[config.mk]
export PLATFORM = sky130hd
export DESIGN_NAME = shortest_job_first_timing
export DESIGN_NICKNAME = d
export VERILOG_FILES = /design/src/hdl/sjft_pkg.sv /design/src/hdl/shortest_job_first_timing.sv /design/src/hdl/sjft_ram.sv /design/src/hdl/sjft_datapath.sv /design/src/hdl/sjft_controller.sv
export SDC_FILE = /design/constraint.sdc
export NUM_CORES = 1
export LEC_CHECK = 0
export BUFFER_PORTS_ARGS = -buffer_cell sky130_fd_sc_hd__buf_2
export CORE_MARGIN = 5
export CORE_UTILIZATION = 60
export CTS_CLUSTER_SIZE = 40
export DETAILED_ROUTE_END_ITERATION = 16
export GPL_TIMING_DRIVEN = 0
export HOLD_SLACK_MARGIN = 0.12
export PLACE_DENSITY = 0.81
export REMOVE_ABC_BUFFERS = 1
export SLEW_MARGIN = 25
export SYNTH_ARGS = -nofsm -noshare
export SYNTH_HDL_FRONTEND = slang
export SYNTH_SLANG_ARGS = --single-unit
export TNS_END_PERCENT = 5
[constraint.sdc]
create_clock -name clock -period 7 [get_ports clock]
set_input_delay 0.35 -clock clock [delete_from_list [all_inputs] [get_ports clock]]
set_output_delay 0.35 -clock clock [all_outputs]
set_load 0.005 [all_outputs]
[src/hdl/sjft_pkg.sv]
// Shared types and constants of the shortest-job-first timing block.
`default_nettype none

package sjft_pkg;

   localparam int ID_W    = 16;
   localparam int BURST_W = 16;
   localparam int TIME_W  = 20;
   localparam int CLOCK_W = 21;
   localparam int SUM_W   = 23;
   localparam int ENTRY_W = ID_W + BURST_W;

   typedef enum logic [2:0] {
      ST_LOAD,
      ST_START,
      ST_RD_I,
      ST_LD_I,
      ST_CMP,
      ST_WR_I,
      ST_RD_K,
      ST_EMIT
   } sjft_state_type;

   typedef struct packed {
      logic accept;
      logic rd_i;
      logic ld_i;
      logic cmp;
      logic wr_i;
      logic rd_k;
      logic emit;
   } sjft_cmd_type;

   typedef struct packed {
      logic single_task;
      logic more_j;
      logic more_i;
      logic last_k;
      logic out_free;
   } sjft_status_type;

endpackage

`default_nettype wire

[src/hdl/shortest_job_first_timing.sv]
// Loading: one word a cycle until the last word of a set; then a start state, then for n >= 2
//   stored tasks an exchange sort (one compare a cycle on one port).
// After the sort (after the start state for one task), states RD_K and EMIT register the first
//   result word, then one result word a cycle when the response side does not stall.
// The next set is accepted only once the last result word has been registered.
// Reset: synchronous, active high; clears counts, flags, timers and the result valid.
`default_nettype none

module shortest_job_first_timing import sjft_pkg::*; #(
   parameter int MAX_TASKS = 16
) (
   input  wire logic               clock,
   input  wire logic               reset,
   // input words: one task each
   input  wire logic               req_valid,
   output logic                    req_stall,
   input  wire logic [ID_W-1:0]    req_task_id,
   input  wire logic [BURST_W-1:0] req_burst_time,
   input  wire logic               req_last_task,
   // result words: one per scheduled task
   output logic                    rsp_valid,
   input  wire logic               rsp_stall,
   output logic [ID_W-1:0]         rsp_sched_task_id,
   output logic [TIME_W-1:0]       rsp_start_time,
   output logic [TIME_W-1:0]       rsp_end_time,
   output logic [TIME_W-1:0]       rsp_wait_time,
   output logic [SUM_W-1:0]        rsp_total_wait,
   output logic                    rsp_last_result,
   output logic                    rsp_dropped_flag
);

   // Commands flow from the sequencer to the datapath; status flows back.
   sjft_cmd_type    cmd;
   sjft_status_type status;

   // The sequencer holds the input side stalled from the last word of a set
   // until the last result has been loaded into the output register.
   sjft_controller u_controller (
      .clock         (clock),
      .reset         (reset),
      .req_valid     (req_valid),
      .req_last_task (req_last_task),
      .req_stall     (req_stall),
      .status        (status),
      .cmd           (cmd)
   );

   // The datapath owns the task store, the held entry of the sort, the
   // running clock and wait sum, and the result register that decouples
   // the response side from the sequencer.
   sjft_datapath #(
      .MAX_TASKS (MAX_TASKS)
   ) u_datapath (
      .clock             (clock),
      .reset             (reset),
      .cmd               (cmd),
      .status            (status),
      .req_task_id       (req_task_id),
      .req_burst_time    (req_burst_time),
      .rsp_valid         (rsp_valid),
      .rsp_stall         (rsp_stall),
      .rsp_sched_task_id (rsp_sched_task_id),
      .rsp_start_time    (rsp_start_time),
      .rsp_end_time      (rsp_end_time),
      .rsp_wait_time     (rsp_wait_time),
      .rsp_total_wait    (rsp_total_wait),
      .rsp_last_result   (rsp_last_result),
      .rsp_dropped_flag  (rsp_dropped_flag)
   );

endmodule

`default_nettype wire

[src/hdl/sjft_ram.sv]
// Generic single-write, single-read RAM with registered read data.
`default_nettype none

module sjft_ram #(
   parameter int WIDTH = 32,
   parameter int DEPTH = 16,
   localparam int ADDR_W = (DEPTH > 1) ? $clog2(DEPTH) : 1
) (
   input  wire logic              clock,
   input  wire logic              wr_en,
   input  wire logic [ADDR_W-1:0] wr_addr,
   input  wire logic [WIDTH-1:0]  wr_data,
   input  wire logic              rd_en,
   input  wire logic [ADDR_W-1:0] rd_addr,
   output logic      [WIDTH-1:0]  rd_data
);

   logic [WIDTH-1:0] mem_ff [DEPTH];

   always_ff @(posedge clock) begin
      if (wr_en) begin
         mem_ff[wr_addr] <= wr_data;
      end
      if (rd_en) begin
         rd_data <= mem_ff[rd_addr];
      end
   end

endmodule

`default_nettype wire

[src/hdl/sjft_datapath.sv]
// Datapath: task store, sort registers, timing accumulators and result register.
`default_nettype none

module sjft_datapath import sjft_pkg::*; #(
   parameter int MAX_TASKS = 16
) (
   input  wire logic                 clock,
   input  wire logic                 reset,
   input  wire sjft_cmd_type         cmd,
   output sjft_status_type           status,
   input  wire logic [ID_W-1:0]      req_task_id,
   input  wire logic [BURST_W-1:0]   req_burst_time,
   output logic                      rsp_valid,
   input  wire logic                 rsp_stall,
   output logic [ID_W-1:0]           rsp_sched_task_id,
   output logic [TIME_W-1:0]         rsp_start_time,
   output logic [TIME_W-1:0]         rsp_end_time,
   output logic [TIME_W-1:0]         rsp_wait_time,
   output logic [SUM_W-1:0]          rsp_total_wait,
   output logic                      rsp_last_result,
   output logic                      rsp_dropped_flag
);

   localparam int IDX_W = (MAX_TASKS > 1) ? $clog2(MAX_TASKS) : 1;
   localparam int CNT_W = $clog2(MAX_TASKS + 1);
   localparam int CMP_W = CNT_W + 1;

   logic [CNT_W-1:0]   count_ff, count_in;
   logic               overflow_ff, overflow_in;
   logic [IDX_W-1:0]   i_ff, i_in;
   logic [IDX_W-1:0]   j_ff, j_in;
   logic [IDX_W-1:0]   k_ff, k_in;
   logic [ID_W-1:0]    cur_id_ff, cur_id_in;
   logic [BURST_W-1:0] cur_burst_ff, cur_burst_in;
   logic [CLOCK_W-1:0] time_ff, time_in;
   logic [SUM_W-1:0]   sum_ff, sum_in;
   logic               rsp_valid_ff, rsp_valid_in;

   logic [ID_W-1:0]    rsp_id_ff;
   logic [TIME_W-1:0]  rsp_start_ff;
   logic [TIME_W-1:0]  rsp_end_ff;
   logic [SUM_W-1:0]   rsp_sum_ff;
   logic               rsp_last_ff;
   logic               rsp_drop_ff;

   logic               wr_en;
   logic [IDX_W-1:0]   wr_addr;
   logic [ENTRY_W-1:0] wr_data;
   logic               rd_en;
   logic [IDX_W-1:0]   rd_addr;
   logic [ENTRY_W-1:0] rd_data;
   logic [ID_W-1:0]    rd_id;
   logic [BURST_W-1:0] rd_burst;

   logic               full;
   logic               swap;
   logic [CMP_W-1:0]   count_ext, i_ext, j_ext, k_ext;
   logic [IDX_W-1:0]   i_plus, j_plus, k_plus;
   logic [CLOCK_W-1:0] time_add;
   logic [SUM_W-1:0]   sum_add;

   sjft_ram #(
      .WIDTH (ENTRY_W),
      .DEPTH (MAX_TASKS)
   ) u_store (
      .clock   (clock),
      .wr_en   (wr_en),
      .wr_addr (wr_addr),
      .wr_data (wr_data),
      .rd_en   (rd_en),
      .rd_addr (rd_addr),
      .rd_data (rd_data)
   );

   assign rd_id    = rd_data[ENTRY_W-1:BURST_W];
   assign rd_burst = rd_data[BURST_W-1:0];

   assign full      = (count_ff == CNT_W'(MAX_TASKS));
   assign swap      = (cur_burst_ff > rd_burst);
   assign count_ext = {1'b0, count_ff};
   assign i_ext     = CMP_W'(i_ff);
   assign j_ext     = CMP_W'(j_ff);
   assign k_ext     = CMP_W'(k_ff);
   assign i_plus    = i_ff + IDX_W'(1);
   assign j_plus    = j_ff + IDX_W'(1);
   assign k_plus    = k_ff + IDX_W'(1);
   assign time_add  = time_ff + CLOCK_W'(rd_burst);
   assign sum_add   = sum_ff + SUM_W'(time_ff);

   always_comb begin
      status.single_task = (count_ff == CNT_W'(1));
      status.more_j      = ((j_ext + CMP_W'(1)) < count_ext);
      status.more_i      = ((i_ext + CMP_W'(2)) < count_ext);
      status.last_k      = ((k_ext + CMP_W'(1)) == count_ext);
      status.out_free    = !rsp_valid_ff || !rsp_stall;
   end

   // Read port: one address a cycle; the next entry is fetched while this one is used.
   always_comb begin
      rd_en   = 1'b0;
      rd_addr = i_ff;
      if (cmd.rd_i) begin
         rd_en   = 1'b1;
         rd_addr = i_ff;
      end else if (cmd.ld_i) begin
         rd_en   = 1'b1;
         rd_addr = i_plus;
      end else if (cmd.cmp) begin
         rd_en   = status.more_j;
         rd_addr = j_plus;
      end else if (cmd.wr_i) begin
         rd_en   = status.more_i;
         rd_addr = i_plus;
      end else if (cmd.rd_k) begin
         rd_en   = 1'b1;
         rd_addr = k_ff;
      end else if (cmd.emit) begin
         rd_en   = !status.last_k;
         rd_addr = k_plus;
      end
   end

   // Write port: load a new task, drop the held entry into j on a swap, settle slot i.
   always_comb begin
      wr_en   = 1'b0;
      wr_addr = i_ff;
      wr_data = {cur_id_ff, cur_burst_ff};
      if (cmd.accept) begin
         wr_en   = !full;
         wr_addr = count_ff[IDX_W-1:0];
         wr_data = {req_task_id, req_burst_time};
      end else if (cmd.cmp) begin
         wr_en   = swap;
         wr_addr = j_ff;
      end else if (cmd.wr_i) begin
         wr_en   = 1'b1;
         wr_addr = i_ff;
      end
   end

   always_comb begin
      count_in     = count_ff;
      overflow_in  = overflow_ff;
      i_in         = i_ff;
      j_in         = j_ff;
      k_in         = k_ff;
      cur_id_in    = cur_id_ff;
      cur_burst_in = cur_burst_ff;
      time_in      = time_ff;
      sum_in       = sum_ff;
      if (cmd.accept) begin
         if (full) begin
            overflow_in = 1'b1;
         end else begin
            count_in = count_ff + CNT_W'(1);
         end
      end
      if (cmd.ld_i) begin
         cur_id_in    = rd_id;
         cur_burst_in = rd_burst;
         j_in         = i_plus;
      end
      if (cmd.cmp) begin
         if (swap) begin
            cur_id_in    = rd_id;
            cur_burst_in = rd_burst;
         end
         if (status.more_j) begin
            j_in = j_plus;
         end
      end
      if (cmd.wr_i) begin
         i_in = i_plus;
      end
      if (cmd.emit) begin
         time_in = time_add;
         sum_in  = sum_add;
         k_in    = k_plus;
         if (status.last_k) begin
            count_in    = '0;
            overflow_in = 1'b0;
            time_in     = '0;
            sum_in      = '0;
            i_in        = '0;
            k_in        = '0;
         end
      end
   end

   assign rsp_valid_in = cmd.emit | (rsp_valid_ff & rsp_stall);

   always_ff @(posedge clock) begin
      if (reset) begin
         count_ff     <= '0;
         overflow_ff  <= 1'b0;
         i_ff         <= '0;
         j_ff         <= '0;
         k_ff         <= '0;
         time_ff      <= '0;
         sum_ff       <= '0;
         rsp_valid_ff <= 1'b0;
      end else begin
         count_ff     <= count_in;
         overflow_ff  <= overflow_in;
         i_ff         <= i_in;
         j_ff         <= j_in;
         k_ff         <= k_in;
         time_ff      <= time_in;
         sum_ff       <= sum_in;
         rsp_valid_ff <= rsp_valid_in;
      end
   end

   always_ff @(posedge clock) begin
      cur_id_ff    <= cur_id_in;
      cur_burst_ff <= cur_burst_in;
      if (cmd.emit) begin
         rsp_id_ff    <= rd_id;
         rsp_start_ff <= time_ff[TIME_W-1:0];
         rsp_end_ff   <= time_add[TIME_W-1:0];
         rsp_sum_ff   <= sum_add;
         rsp_last_ff  <= status.last_k;
         rsp_drop_ff  <= overflow_ff;
      end
   end

   assign rsp_valid         = rsp_valid_ff;
   assign rsp_sched_task_id = rsp_id_ff;
   assign rsp_start_time    = rsp_start_ff;
   assign rsp_end_time      = rsp_end_ff;
   assign rsp_wait_time     = rsp_start_ff;
   assign rsp_total_wait    = rsp_sum_ff;
   assign rsp_last_result   = rsp_last_ff;
   assign rsp_dropped_flag  = rsp_drop_ff;

endmodule

`default_nettype wire

[src/hdl/sjft_controller.sv]
// Controller: sequences loading, the exchange sort and result emission.
`default_nettype none

module sjft_controller import sjft_pkg::*; (
   input  wire logic            clock,
   input  wire logic            reset,
   input  wire logic            req_valid,
   input  wire logic            req_last_task,
   output logic                 req_stall,
   input  wire sjft_status_type status,
   output sjft_cmd_type         cmd
);

   sjft_state_type state_ff, state_in;

   always_comb begin
      state_in = state_ff;
      unique case (state_ff)
         ST_LOAD: begin
            if (req_valid && req_last_task) begin
               state_in = ST_START;
            end
         end
         ST_START: begin
            state_in = status.single_task ? ST_RD_K : ST_RD_I;
         end
         ST_RD_I: begin
            state_in = ST_LD_I;
         end
         ST_LD_I: begin
            state_in = ST_CMP;
         end
         ST_CMP: begin
            state_in = status.more_j ? ST_CMP : ST_WR_I;
         end
         ST_WR_I: begin
            state_in = status.more_i ? ST_LD_I : ST_RD_K;
         end
         ST_RD_K: begin
            state_in = ST_EMIT;
         end
         ST_EMIT: begin
            if (status.out_free && status.last_k) begin
               state_in = ST_LOAD;
            end
         end
         default: begin
            state_in = ST_LOAD;
         end
      endcase
   end

   always_comb begin
      cmd       = '0;
      req_stall = 1'b1;
      unique case (state_ff)
         ST_LOAD: begin
            req_stall  = 1'b0;
            cmd.accept = req_valid;
         end
         ST_START: begin
         end
         ST_RD_I: begin
            cmd.rd_i = 1'b1;
         end
         ST_LD_I: begin
            cmd.ld_i = 1'b1;
         end
         ST_CMP: begin
            cmd.cmp = 1'b1;
         end
         ST_WR_I: begin
            cmd.wr_i = 1'b1;
         end
         ST_RD_K: begin
            cmd.rd_k = 1'b1;
         end
         ST_EMIT: begin
            cmd.emit = status.out_free;
         end
         default: begin
         end
      endcase
   end

   always_ff @(posedge clock) begin
      if (reset) begin
         state_ff <= ST_LOAD;
      end else begin
         state_ff <= state_in;
      end
   end

endmodule

`default_nettype wire

==> results of run 1 <==
## final cells by class
type | count | area (µm²)
Clock inverter | 41 | 462
Multi-Input combinational cell | 1184 | 9470
Timing Repair Buffer | 207 | 2300
Clock buffer | 90 | 1920
Tap cell | 680 | 851
Inverter | 36 | 140
Fill cell | 3183 | 15200
Sequential cell | 723 | 20700
## cell families after synthesis
group	Yosys count	share of synthesized area, %
buffers and inverters	152	2.70
flip-flops	723	67.2
AND/OR/NAND/NOR	344	4.85
adder cells (fa/ha/maj)	74	3.05
XOR/XNOR	52	1.48
AO/OA/AOI/OAI	292	6.62
multiplexers	422	14.1
## synthesized netlist by cell type (20+ instances only)
cell type / count
mux2i_1: 325
buf_2: 28
xor2_1: 20
nand2_1: 167
nand3_1: 40
xnor2_1: 32
o21ai_0: 21
a21o_1: 30
o221ai_1: 34
edfxtp_1: 625
nor2_1: 77
inv_1: 35
a21oi_1: 71
clkbuf_1: 33
a22oi_1: 45
dfxtp_1: 98
buf_4: 32
ha_1: 72
mux2_2: 96
## placed cells by master, fill, tap and decap left out, types with 12 or more instances in the layout
cell       instances
edfxtp_1         625
mux2i_1          325
nand2_1          162
buf_2            138
dfxtp_1           98
mux2_2            96
clkbuf_16         73
ha_1              72
a21oi_1           71
nor2_1            58
a22oi_1           45
buf_16            44
nand3_1           40
inv_1             35
o221ai_1          34
xnor2_1           32
a21o_1            30
xor2_1            20
o21ai_0           20
nor2_4            18
clkbuf_1          14
clkinv_2          13
a31oi_1           12
## power by group through the flow
stage	Sequential, mW	Combinational, mW	Clock, mW
finish	6.15	4.76	3.89
global route	6.19	5.08	4.11
CTS	6.15	4.74	3.92
detailed placement	6.23	4.65	0
global placement	6.22	4.26	0
floorplan	6.12	3.44	0
## registers in the layout, summed over array words and instances (netlist names), 3 cells and up
| name | flops |
|---|---|
| u_datapath.k_ff | 4 |
| u_datapath.u_store.rd_data | 32 |
| u_datapath.i_ff | 4 |
| u_datapath.u_store.mem_ff | 512 |
| u_datapath.rsp_total_wait | 23 |
| u_datapath.rsp_end_time | 20 |
| u_datapath.cur_id_ff | 16 |
| u_datapath.time_ff | 21 |
| u_datapath.j_ff | 4 |
| u_datapath.sum_ff | 23 |
| u_datapath.rsp_start_time | 20 |
| u_datapath.cur_burst_ff | 16 |
| u_datapath.count_ff | 5 |
| u_controller.state_ff | 3 |
| u_datapath.rsp_sched_task_id | 16 |
## per-stage QoR
stage	power, mW	cell area (µm²)	utilization [%]	setup WS (ns)	std cells
final	14.8	35900	70.2	1.79	2961
after global routing	15.4	35900	70.2	1.54	2961
after CTS	14.8	35900	70.2	1.84	2961
after detailed placement	10.9	33500	65.5	1.89	2829
after global placement	10.5	31700	62.0	-8.30	2762
after floorplan	9.55	30100	-	-5.03	1943
## per-layer routing
| metal | track usage (%) | vias to the layer above | wire length [µm] |
|---|---|---|---|
| li1 | - | 8206 | - |
| met1 | 31.8 | 9143 | 27500 |
| met2 | 43.1 | 852 | 36000 |
| met3 | 4.20 | 200 | 4540 |
| met4 | 9.17 | 0 | 2750 |
| met5 | 0 | - | 0 |
## final timing paths
kind / start / endpoint / slack (ns) / cells past startpoint
max: u_controller.state_ff[2]$_SDFFE_PP0P_ / u_datapath.u_store.rd_data[22]$_DFFE_PP_ / 1.79 / 14
min: req_last_task / u_controller.state_ff[2]$_SDFFE_PP0P_ / 0.22 / 4
min reg2reg: u_datapath.u_store.rd_data[16]$_DFFE_PP_ / u_datapath.rsp_sched_task_id[0]$_DFFE_PN_ / 0.45 / 0
max reg2reg: u_controller.state_ff[2]$_SDFFE_PP0P_ / u_datapath.u_store.rd_data[22]$_DFFE_PP_ / 1.79 / 14
## what timing repair did
item	4_1_cts	5_1_grt
hold endpoints to repair	1	0
resized for setup	0	0
hold buffers	1	0
## worst min-delay path, cell delays in order
cell,delay [ns]
buf_2,0.07
a21oi_1,0.08
a21o_1,0.15
a21oi_1,0.12
==> reports/results.ini, run 1 <==
[pwr]
switching_share_pct = 31.7
power_frac_seq_pct = 41.6
internal-power_mw = 10.1
power_density_nw_per_um2 = 413
p_comb_share_pct = 32.1
irDropWorstVdd_uv = 249
p_switching_mw = 4.69
leakage_nw = 14.1
pwr-share-clk_pct = 26.3

[logic_synthesis]
syn_inst = 2059
yosys-top-cells-area = edfxtp_1 (61%), mux2i_1 (11%), dfxtp_1 (6.4%)
ys_ff_latch = 723
synth_edf_count = 625
ys_types = 66
yosys.area.top_type = edfxtp_1
synth_ff_type = edfxtp_1
yosysWarnings = 0
async_flop_share_pct = 0
yosysTopAreaCellShare_pct = 60.9
netlist_area_um2 = 30800
yosysSeqAreaShare_pct = 67.2
syn_avg_cell_area_um2 = 15.0

[floorplan]
start_util_pct = 60.4
die-height_um = 237
rows = 83
fp.dieArea_um2 = 56000
core_um2 = 51100
die_w_um = 237
num_io_pins = 140

[cells_and_area]
n_antenna_cell = 0
layout.nets = 2335
drive_gt1_share_pct = 19.4
synthToLayoutAreaGrowth_pct = 16.3

[critical_path]
cp-start-kind = flop
path_cells = and2_1 -> nand2_2 -> inv_6 -> buf_16 -> nor2_1 -> o311a_1 -> o22ai_4 -> buf_16 -> buf_16 -> buf_8 -> buf_8 -> mux2i_1 -> a22oi_1 -> o221ai_1
required_ns = 7.32
cp_top_family = buffers and inverters
crit_top_cell = buf_16
path_class = reg2reg
worst-path-buf-inv = 6
critPathMaxFanout = 83
crit_path_top_delay_cell = dfxtp_1
cpPeakStageDelay_ns = 0.81
crit_path_end_kind = flop
cp.arrival_ns = 5.53

[clock_network]
post_cts_buffers = 0
cts_sinks = 723
worstSkewPairLatency_ns = 0.61
cts_tree = built
clockRootBuffer = clkbuf_16
cts_htree_levels = 3
cts.clk_slew.worst_paths_ns = 0.06
cts_buffers = 72
clk_path_buf_depth = 3

[timing]
finalSetupViolCount = 0
setup_tns_ns = 0
fin_worst_skew_ns = 0.0277
timing_hold_violations_final = 0
timing.final.crit_share_pct = 74.5
hold_slack_ns = 0.225
grt_setup_unrepaired = no
tightest_slew_ns = 0.928
slew_viol_final = 0
fmax_mhz = 192
period_needed_ns = 5.21
slew_headroom_pct = 37.7

[grt]
grt_pass1_vias = 18600
grt_max_degree = 84
grt_pass1_wl_mm = 108
grt_use_total_pct = 24.8
antenna_found_initial = 0
gr-total-overflow = 0

[job]
max-cap-violations = 0

[routing]
wl_per_cell_um = 23.9
num_vias = 18400
drc = 0
routed_wirelength_mm = 70.8
routed_via_density = 6.21
ant_nets = 0
first_iter_violations = 1775
drtPass1Iterations = 6

[place]
io_buffer_count = 139
place.gp.congestion = 0.859
hpwl_mm = 44.7

[status]
outcome = finished clean

[min_path]
hold_path.class = in2reg

(Power assumes the default switching activity.)
==> run 2: changes to the inputs <==
--- a/config.mk
+++ b/config.mk
@@ -5,6 +5,7 @@
 export SDC_FILE = /design/constraint.sdc
 export NUM_CORES = 1
 export LEC_CHECK = 0
+export ABC_AREA = 1
 export BUFFER_PORTS_ARGS = -buffer_cell sky130_fd_sc_hd__buf_2
 export CORE_MARGIN = 5
 export CORE_UTILIZATION = 60
==> constraint.sdc (replaced) <==
create_clock -name clock -period 5.3 [get_ports clock]
set_input_delay 0.265 -clock clock [delete_from_list [all_inputs] [get_ports clock]]
set_output_delay 0.265 -clock clock [all_outputs]
set_load 0.005 [all_outputs]
==> run 2 against run 1 <==
Sequential share of layout area down 0.85 points. Via count up 30%. Critical path depth down 2. Clock skew down 0.0024 ns. Sequential power up 31%. Routed wire length up 21%. Power up 54%. Cell count up 28%. Largest cell class unchanged. Final area up 1.5%. Critical endpoint is now u_datapath.u_store.mem_ff[0][4]$_DFFE_PP_.
==> reports/results.ini, run 2 <==
[routing]
routed_via_density = 6.29
num_vias = 23900
wl_per_cell_um = 22.6
drtPass1Iterations = 7
routed_wirelength_mm = 85.6
first_iter_violations = 3440
ant_nets = 0
drc = 0

[critical_path]
crit_path_end_kind = flop
path_class = reg2reg
cp-start-kind = flop
critPathMaxFanout = 18
required_ns = 5.63
cp.arrival_ns = 5.18

[cells_and_area]
largest_register_ffs = 512
nFillCells = 3493
layout_commonest_cell = nand2_1
multi_input_area_um2 = 9780
drive_gt1_share_pct = 11.7
regMostFlops = u_datapath.u_store.mem_ff
n_antenna_cell = 0
layout.nets = 3155
finalNonFillerCells = 3791
synthToLayoutAreaGrowth_pct = 15.2
most-common-layout-cells = nand2_1 (787), nand3_1 (685), edfxtp_1 (625), buf_2 (139), a21oi_1 (124)
register_area_um2 = 20700
top_regs = u_datapath.u_store.mem_ff: 512 flops, u_datapath.u_store.rd_data: 32 flops

[timing]
fin_worst_skew_ns = 0.0253
finalSetupViolCount = 0
setup_tns_ns = 0
period_needed_ns = 4.85
slew_headroom_pct = 31.5
grt_setup_unrepaired = no
slew_viol_final = 0
tightest_slew_ns = 1.02
timing.final.crit_share_pct = 91.6
timing_hold_violations_final = 0
fmax_mhz = 206

[logic_synthesis]
synthXorXnorAreaFrac_pct = 1.27
synth-compound-area-share_pct = 3.52
async_flop_share_pct = 0
yosys.area.top_type = edfxtp_1
synth_edf_count = 625
yosysMostFrequentCell = nand2_1
ys_ff_latch = 723
synth_adder_area_share_pct = 2.98
synth_top_family_by_area = simple AND/OR/NAND/NOR gates
yosysWarnings = 0
synth-simple-area-share_pct = 22.4
synth_ff_type = edfxtp_1
netlist_area_um2 = 31600
syn_inst = 2952
yosysTopAreaCellShare_pct = 59.4
yosysSeqAreaShare_pct = 65.6
ys_types = 39
syn_avg_cell_area_um2 = 10.7
muxShareOfSynthArea_pct = 0
yosys-top-cells-area = edfxtp_1 (59%), nand3_1 (11%), nand2_1 (9.4%)
synthTopCellsByCount = nand2_1 (792), nand3_1 (686), edfxtp_1 (625), a21oi_1 (125), buf_2 (100)

[place]
place_inst = 3657
hpwl_mm = 53.4
place.gp.congestion = 0.884
io_buffer_count = 139

[floorplan]
rows = 84
num_io_pins = 140
die_w_um = 240
core_um2 = 52300
fp.dieArea_um2 = 57400
start_util_pct = 60.4
die-height_um = 240

[pwr]
leakage_nw = 14.2
power_density_nw_per_um2 = 625
irDropWorstVdd_uv = 659

[grt]
gr-total-overflow = 0
grt_use_total_pct = 29.4
grt_pass1_wl_mm = 131
grt_max_degree = 121
grt_pass1_vias = 23400
antenna_found_initial = 0

[clock_network]
clk_path_buf_depth = 3
cts.clk_slew.worst_paths_ns = 0.06
cts_htree_levels = 3
clockRootBuffer = clkbuf_16
worstSkewPairLatency_ns = 0.63
cts_tree = built
cts_buffers = 71
post_cts_buffers = 0
cts_sinks = 723

[min_path]
hold_path.class = in2reg

[job]
max-cap-violations = 0

[status]
outcome = finished clean

## run 2: changes by cell type in the layout (fill, tap and decap cells not counted), sizes merged, moves of 19 or more
cell	change
xnor2	-19
a21oi	+55
o221ai	-34
o21ai	+20
mux2	-97
mux2i	-325
a22oi	-45
a21o	-24
inv	+70
nand3	+654
nand2	+631
## run 2: where the power goes
part / internal (mW) / switching (mW) / leakage, nW / total, mW
clock network: 3.04 / 2.20 / 1.18 / 5.24
registers: 7.76 / 0.299 / 6.53 / 8.06
logic: 2.83 / 6.60 / 6.49 / 9.44
## run 2: layout make-up
type / instances / share of cell area [%]
Timing Repair Buffer: 201 / 6.14
Tap cell: 688 / 2.36
Clock inverter: 40 / 1.34
Multi-Input combinational cell: 1946 / 26.9
Clock buffer: 92 / 5.29
Inverter: 101 / 1.06
Sequential cell: 723 / 56.9
## run 2: worst max-delay path: stages (launching register included)
cell      delay (ns)
edfxtp_1        0.46
inv_1           0.07
ha_1            0.33
nand4_1         0.12
nor3_1          0.33
o21ai_0         0.30
nand3_1         0.18
nand3_2         0.67
o211ai_1        0.57
nand3_1         0.45
nor2_4          0.59
buf_12          0.27
buf_16          0.18
## run 2: worst paths after layout
kind	slack, ns	start	cells past startpoint	end
setup / recovery	0.45	u_datapath.u_store.rd_data[15]$_DFFE_PP_	12	u_datapath.u_store.mem_ff[0][4]$_DFFE_PP_
setup reg to reg	0.45	u_datapath.u_store.rd_data[15]$_DFFE_PP_	12	u_datapath.u_store.mem_ff[0][4]$_DFFE_PP_
hold reg to reg	0.44	u_datapath.overflow_ff$_SDFF_PP0_	0	u_datapath.rsp_dropped_flag$_DFFE_PN_
hold / removal	0.14	req_valid	5	u_controller.state_ff[1]$_SDFFE_PP0P_
## run 2: timing repair
action                                 in CTS  in global routing
gates resized for setup                     0                  0
endpoints found under the hold margin       2                  0
hold buffers                                2                  0
## run 2: kinds of logic (layout without fill, tap and decap cells)
group,count (synthesis),after routing
AO/OA/AOI/OAI,206,206
XOR/XNOR,46,46
adder cells (fa/ha/maj),74,74
buffers and inverters,283,434
flip-flops,723,723
AND/OR/NAND/NOR,1620,1620
## run 2: layer usage
layer  part of all wire [%]  vias up  GRT usage [%]  wire [µm]
li1                       -    10500              -          -
met4                    4.2        0           13.3       3630
met3                     11      291           5.19       9020
met2                     49     1616           48.8      41700
met5                      0        -              0          0
met1                     37    11400           38.2      31300
## run 2: per-stage QoR
step / instance area, µm² / hold slack (ns) / util, % / setup slack [ns] / power, mW
CTS: 36400 / 0.125 / 69.5 / 0.557 / 22.5
detailed placement: 34000 / 0.430 / 64.9 / 0.616 / 17.2
global placement: 32200 / 0.426 / 61.5 / -10.85 / 15.3
global route: 36400 / 0.183 / 69.5 / 0.349 / 23.8
floorplan: 30700 / 0.334 / - / -4.57 / 13.9
finish: 36400 / 0.142 / 69.5 / 0.447 / 22.7
